$ cat config.mk
export PLATFORM = sky130hd
export DESIGN_NAME = tps_fifo
export DESIGN_NICKNAME = d
export VERILOG_FILES = /design/src/rtl/core/tps_pkg.sv /design/src/rtl/core/tps_fifo.sv
export SDC_FILE = /design/constraint.sdc
export NUM_CORES = 2
export LEC_CHECK = 0
export ABC_AREA = 1
export ABC_CLOCK_PERIOD_IN_PS = 15900
export BUFFER_PORTS_ARGS = -buffer_cell sky130_fd_sc_hd__buf_4
export CAP_MARGIN = 20
export CORE_ASPECT_RATIO = 0.5
export CORE_MARGIN = 3
export CORE_UTILIZATION = 40
export CTS_CLUSTER_DIAMETER = 50
export DETAILED_ROUTE_END_ITERATION = 7
export PLACE_DENSITY_LB_ADDON = 0.3
export SLEW_MARGIN = 20
export SYNTH_ARGS = -nofsm -noshare
export SYNTH_HDL_FRONTEND = slang
export SYNTH_SLANG_ARGS = --single-unit
export TNS_END_PERCENT = 1
$ cat constraint.sdc
create_clock -name i_clk -period 15.9 [get_ports i_clk]
set_clock_uncertainty 0.1 [all_clocks]
set_input_delay 0.795 -clock i_clk [delete_from_list [all_inputs] [get_ports i_clk]]
set_output_delay 0.795 -clock i_clk [all_outputs]
set_load 0.1 [all_outputs]
$ cat src/rtl/core/tps_pkg.sv
`default_nettype none
package tps_pkg;

    // Queue between the classifying front and the splitting back.
    localparam int QDEPTH = 4;
    localparam int QAW    = $clog2(QDEPTH);
    localparam int QCW    = $clog2(QDEPTH + 1);

    // Arithmetic widths.
    localparam int DW     = 36;          // signed plane distance
    localparam int NRM_W  = 31;          // Q1.30 normal component
    localparam int DIF_W  = 33;          // coordinate difference
    localparam int PRD_W  = 64;          // normal times difference
    localparam int SUM_W  = 66;          // sum of three products
    localparam int SHIFT  = 30;          // normal fraction bits
    localparam int DEN_W  = 37;          // crossing denominator
    localparam int HALF_W = 18;          // split of the distance magnitude
    localparam int PP_W   = HALF_W + DIF_W;
    localparam int NUM_W  = 68;          // crossing numerator magnitude
    localparam int QBITS  = 44;          // quotient bits developed
    localparam int DIV_STEPS = 4;        // quotient bits per cycle
    localparam int DIV_CYC   = QBITS / DIV_STEPS;
    localparam int DCW       = $clog2(DIV_CYC);
    localparam int QLIM_LOG  = 40;       // quotient clamp is 2^40
    localparam int Q_W       = QLIM_LOG + 1;
    localparam int RES_W     = 43;

    localparam logic [Q_W-1:0] Q_LIM = {1'b1, {QLIM_LOG{1'b0}}};

    localparam logic signed [NRM_W-1:0] NZ_RESET = 31'h3FFF_FFFF;

    typedef logic signed [31:0]    t_coord;
    typedef logic signed [DW-1:0]  t_dist;
    typedef logic signed [NRM_W-1:0] t_ncomp;

    typedef struct packed {
        t_coord x;
        t_coord y;
        t_coord z;
    } t_vec;

    typedef struct packed {
        t_ncomp x;
        t_ncomp y;
        t_ncomp z;
    } t_nrm;

    typedef enum logic [1:0] {
        K_UP   = 2'd0,
        K_DOWN = 2'd1,
        K_SEG  = 2'd2,
        K_NONE = 2'd3
    } t_kind;

    typedef enum logic [1:0] {
        M_NONE,
        M_SEG,
        M_TRI,
        M_SPLIT
    } t_mode;

    typedef enum logic [2:0] {
        A_NX = 3'd0,
        A_NY = 3'd1,
        A_NZ = 3'd2,
        A_PX = 3'd3,
        A_PY = 3'd4,
        A_PZ = 3'd5
    } t_reg;

    typedef enum logic [1:0] {
        B_IDLE,
        B_CROSS1,
        B_CROSS2,
        B_EMIT
    } t_back_state;

    typedef enum logic [2:0] {
        D_IDLE,
        D_MLO,
        D_MHI,
        D_SUM,
        D_DIV,
        D_RND,
        D_ADD
    } t_div_state;

    // One classified triangle as handed from the front to the back.
    typedef struct packed {
        logic  face_en;
        t_kind face_kind;
        t_mode mode;
        t_kind tri_kind;
        t_vec  a;
        t_vec  b;
        t_vec  c;
        t_vec  v;
        t_vec  v1;
        t_vec  v2;
        t_dist dv;
        t_dist d1;
        t_dist d2;
    } t_item;

    typedef struct packed {
        t_kind kind;
        t_vec  p;
        t_vec  q;
        t_vec  r;
        logic  last;
    } t_result;

endpackage
`default_nettype wire

$ cat src/rtl/core/tps_fifo.sv
`default_nettype none
module tps_fifo (
    input  wire logic      i_clk,
    input  wire logic      i_rst_n,
    input  wire logic      i_push,
    input  tps_pkg::t_item i_item,
    input  wire logic      i_pop,
    output tps_pkg::t_item o_head,
    output logic           o_empty,
    output logic           o_full
);

    tps_pkg::t_item               r_mem [0:tps_pkg::QDEPTH-1];
    logic [tps_pkg::QAW-1:0]      r_wptr, r_rptr;
    logic [tps_pkg::QCW-1:0]      r_cnt;

    // Pointers and fill level.
    always_ff @(posedge i_clk) begin
        if (!i_rst_n) begin
            r_wptr <= '0;
            r_rptr <= '0;
            r_cnt  <= '0;
        end else begin
            if (i_push) begin
                r_wptr <= r_wptr + 1'b1;
            end
            if (i_pop) begin
                r_rptr <= r_rptr + 1'b1;
            end
            if (i_push && !i_pop) begin
                r_cnt <= r_cnt + 1'b1;
            end else if (!i_push && i_pop) begin
                r_cnt <= r_cnt - 1'b1;
            end
        end
    end

    // Storage.
    always_ff @(posedge i_clk) begin
        if (i_push) begin
            r_mem[r_wptr] <= i_item;
        end
    end

    assign o_head  = r_mem[r_rptr];
    assign o_empty = (r_cnt == '0);
    assign o_full  = (r_cnt == tps_pkg::QCW'(tps_pkg::QDEPTH));

endmodule
`default_nettype wire

Word-level counts from Yosys, hierarchy flattened
Memory sizes are Yosys's and may differ from the RTL's. A register that Yosys moved wholly into a read port is not among the register bits.
Cells that the tools add are included.
Word-level totals
  flip-flop bits (word level): 7
  bits in writable memories: 2764
  input bits: 695
  logic and storage cells: 21
  memories kept: 1
Operators by class
  add/subtract/negate cells: 4
  eq/ne operators: 1
  muxes and demuxes: 6
  reductions and logical operators: 6
Memories
  r_mem: words 4, width 691, rd ports 1, clocked after Yosys merged registers in 1, write ports 1, line tps_fifo.sv:13  | tps_pkg::t_item r_mem [0:tps_pkg::QDEPTH-1];
Operator list (count)
  $mux 3: 2
  $add 2x1->2 const B: 2
  $mux 2: 2
  $add 3x1->3 const B: 1
  $eq 3x3->1 const B: 1
  $logic_not 3->1: 1
  $sub 3x1->3 const B: 1
  $logic_and 1x1->1: 2
  $logic_not 1->1: 2
  $mux 1: 2
  $reduce_bool 2->1: 1

Logic depth before layout (Yosys ltp)
  depth in word-level cells: 4
  mapped depth: 10

Least setup slack after synthesis
OpenSTA, ideal clock, no wires.
  path type: input to register
  start: input port i_push
  end: memory r_mem[2][0] (netlist bit), enable pin
  library setup time: 1034 ps
  arrival time: 14036 ps
  slack: 730 ps
  stages: 2
  path buffers: 0
  cell sequence: nand2_1 inv_1
On the way
  longest elaborated chain between the ends: 2
RTL lines
  start: declaration: line tps_fifo.sv:5  | input wire logic i_push,
  $mux 1: line tps_fifo.sv:40  | if (i_push) begin
  $mux 1 (implied by the code): line tps_fifo.sv:41  | r_mem[r_wptr] <= i_item;
  end: declaration: line tps_fifo.sv:13
Every way passes these cells.

==> results.md <==
- Status: finished clean
- Reg clk slew, reported paths: 0.07 ns
- Number of port buffers: 1387
- Sw Pwr: 5630 uW
- VDD IR max: 94.7 uV
- Tmin final: 6.60 ns
- Commonest non-fill, non-tap cell in the layout: edfxtp_1
- M3 GR Usage: 0.0508
- Yosys reg bits: 2773
- Grt peak-use layer: met2
- Post-synth EDFFs: 2764
- GR Overflow Total: 0
- TNS Setup: 0 ns
- Most frequent CP cell: buf_4
- Min-Delay Path Class: in2reg
- CP delay by family, top: buffers and inverters
- Count of pins over their slew limit: 0
- Critical path type: reg2out
- Combinational group share of total power: 0.204
- Worst rel slew slack: 0.224
- Flop pwr share: 0.473
- CP cell instances: inv_16 -> buf_4 -> buf_4 -> buf_4 -> o21ai_0 -> o22ai_1 -> buf_4
- Via-to-Cell Ratio: 5.48
- Pint: 12200 uW
- RSZ-0062 raised after global routing: false
- Number of global-route vias before repair: 63100
- Critical path's slowest cell: buf_4
- Layout net count: 9343
- Worst Tran Pin Value: 1.16 ns
- Largest net degree at the start of global routing: 219
- Drt initial violations: 7237
- Syn_area_per_cell: 15.2 um2
- Dpl cells: 11100
- F_max: 0.151 GHz
- Worst endpoint required time: 15.01 ns
- Commonest cells after routing, fill and taps aside: edfxtp_1 (2764), buf_4 (1448), nor2_1 (1387)
- # setup viols final: 0
- Rows: 130
- Bufs and invs on worst path: 5
- Clock share of power: 0.322
- First-pass GRT wire length: 446 mm
- Share of cells above drive strength 1: 0.202
- Die X: 721 um
- Sequential fraction of the synthesis area: 0.813
- Gr usage total: 0.230
- Clock Path Buffers: 4
- Crit. End Element: output port
- Initial antenna violation count: 90
- CTS buffer count: 241
- Pwr dens: 138 mW/mm2
- Setup crit start kind: flop
- Leak Pwr: 0.0445 uW
- Final hold vios: 0
- Sw Ratio: 0.316
- Fraction of registers with async set or reset after synthesis: 0
- Synth warn: 0
- Clock Latency Late Sink: 0.85 ns
- Core region area: 0.253 mm2
- Clk sinks: 2773
- Top_reg_cell synth: edfxtp_1
- Netlist Area Pre-Place: 0.102 mm2
- Worst Path Max Fanout: 208
- Die H: 364 um
- Post-layout instance count excluding filler cells: 12300
- Placer Congestion: 0.915
- Post-CTS Setup Repair Bufs: 0
- Met1 usage: 0.296
- Crit path arrival time: 5.71 ns
- Layout area overhead: 26.7%
- # IOs: 1388
- CTS tree: done
- Mapped Nets: 7440
- DIE AREA: 0.262 mm2
- Met2 global-route usage: 0.371
- Initial core utilization: 0.405
- Via count: 67100
- Final period util: 0.415
- Routed WL: 319 mm
- Total power: 17800 uW
- H-Tree Depth: 4
- Post-DP HPWL: 201 mm
- Pre-antenna DRT Iters: 6
- Max cap viols: 0
- Drt drc: 0
- Distinct cells, synth: 21
- Post-route ant nets: 0
- CTS Root Cell: clkbuf_16
- Final Core Density: 0.513
- Post-synthesis cell count: 6739
- Delay of the slowest critical-path stage: 0.86 ns
- Routed wire per std cell: 26.0 um
[state kept, by name, indices dropped and copies added, names as in the netlist, named ones only]
name	count
r_mem	2764
r_rptr	2
r_wptr	2
r_cnt	3
[cell type report]
class	count	area, um2
repair buffers	2120	17700
multi-input cells	3489	16600
fillers	20900	123000
diodes	67	168
clock buffers	298	6290
clock inverters	133	1220
flip-flops and latches	2773	83200
well taps	3366	4210
inverters	17	118
[cell usage after synthesis (all sizes together) (2+ instances only)]
master  instances  area, um2
buf           200       1380
edfxtp       2764      83000
o21ai        1388       6950
a21oi           4       20.0
nand2           9       33.8
inv            17       66.3
ha              5       62.6
clkbuf        260       1000
o22ai         691       4320
nor2         1387       5210
nor3            2       10.0
dfxtp           9        180
[power groups by stage]
stage                     registers, uW  logic [uW]  clock network (uW)
final                              8430        3640                5750
after floorplan                    8780        2460                   0
after global routing               8450        3750                6120
after detailed placement           8590        3460                   0
after CTS                          8430        3640                5820
after global placement             8590        3450                   0
[per-layer routing]
metal,part of all wire,vias to the layer above
met5,0.00095,-
met4,0.058,30
met3,0.075,782
met2,0.48,2925
met1,0.39,33900
li1,-,29600
[metrics by stage]
step                hold WS [ns]  setup slack, ns  area [um2]
floorplan                  0.312            0.730      102000
global placement           0.326            10.51      115000
detailed placement         0.322            10.39      115000
CTS                     0.000426             9.43      129000
global route             0.00469             9.06      129000
finish                    0.0728             9.30      130000
[final timing paths]
| path | cells past startpoint | end | slack [ns] | start |
|---|---|---|---|---|
| min reg2reg | 1 | flop | 0.35 | r_rptr[1]$_SDFFE_PN0P_ |
| max reg2reg | 6 | r_mem[3][467]$_DFFE_PP_ | 11.62 | r_wptr[0]$_SDFFE_PN0P_ |
| max | 7 | o_head[7] | 9.30 | flop |
| min | 1 | r_mem[1][339]$_DFFE_PP_ | 0.07 | i_item[339] |
[cell families (layout without fill, tap and decap cells)]
kind of cell	count (synthesis)	count (layout)	synth area share
flip-flops	2773	2773	0.813
AND/OR/NAND/NOR	1400	1400	0.0514
adder cells (fa/ha/maj)	6	6	0.000808
AO/OA/AOI/OAI	2083	2083	0.110
buffers and inverters	477	2568	0.0240
other	0	67	0
[worst register-to-register path, stage by stage, from the launching register on]
cell     delay, ns
dfxtp_1       0.36
ha_1          0.15
nand2_1       0.12
inv_8         0.64
buf_12        0.65
buf_4         0.98
buf_4         0.87
[what timing repair did]
action	4_1_cts	5_1_grt
hold buffers	658	0
endpoints found under the hold margin	2623	0
resized for setup	0	0
Power figures use the tool's default switching activity.
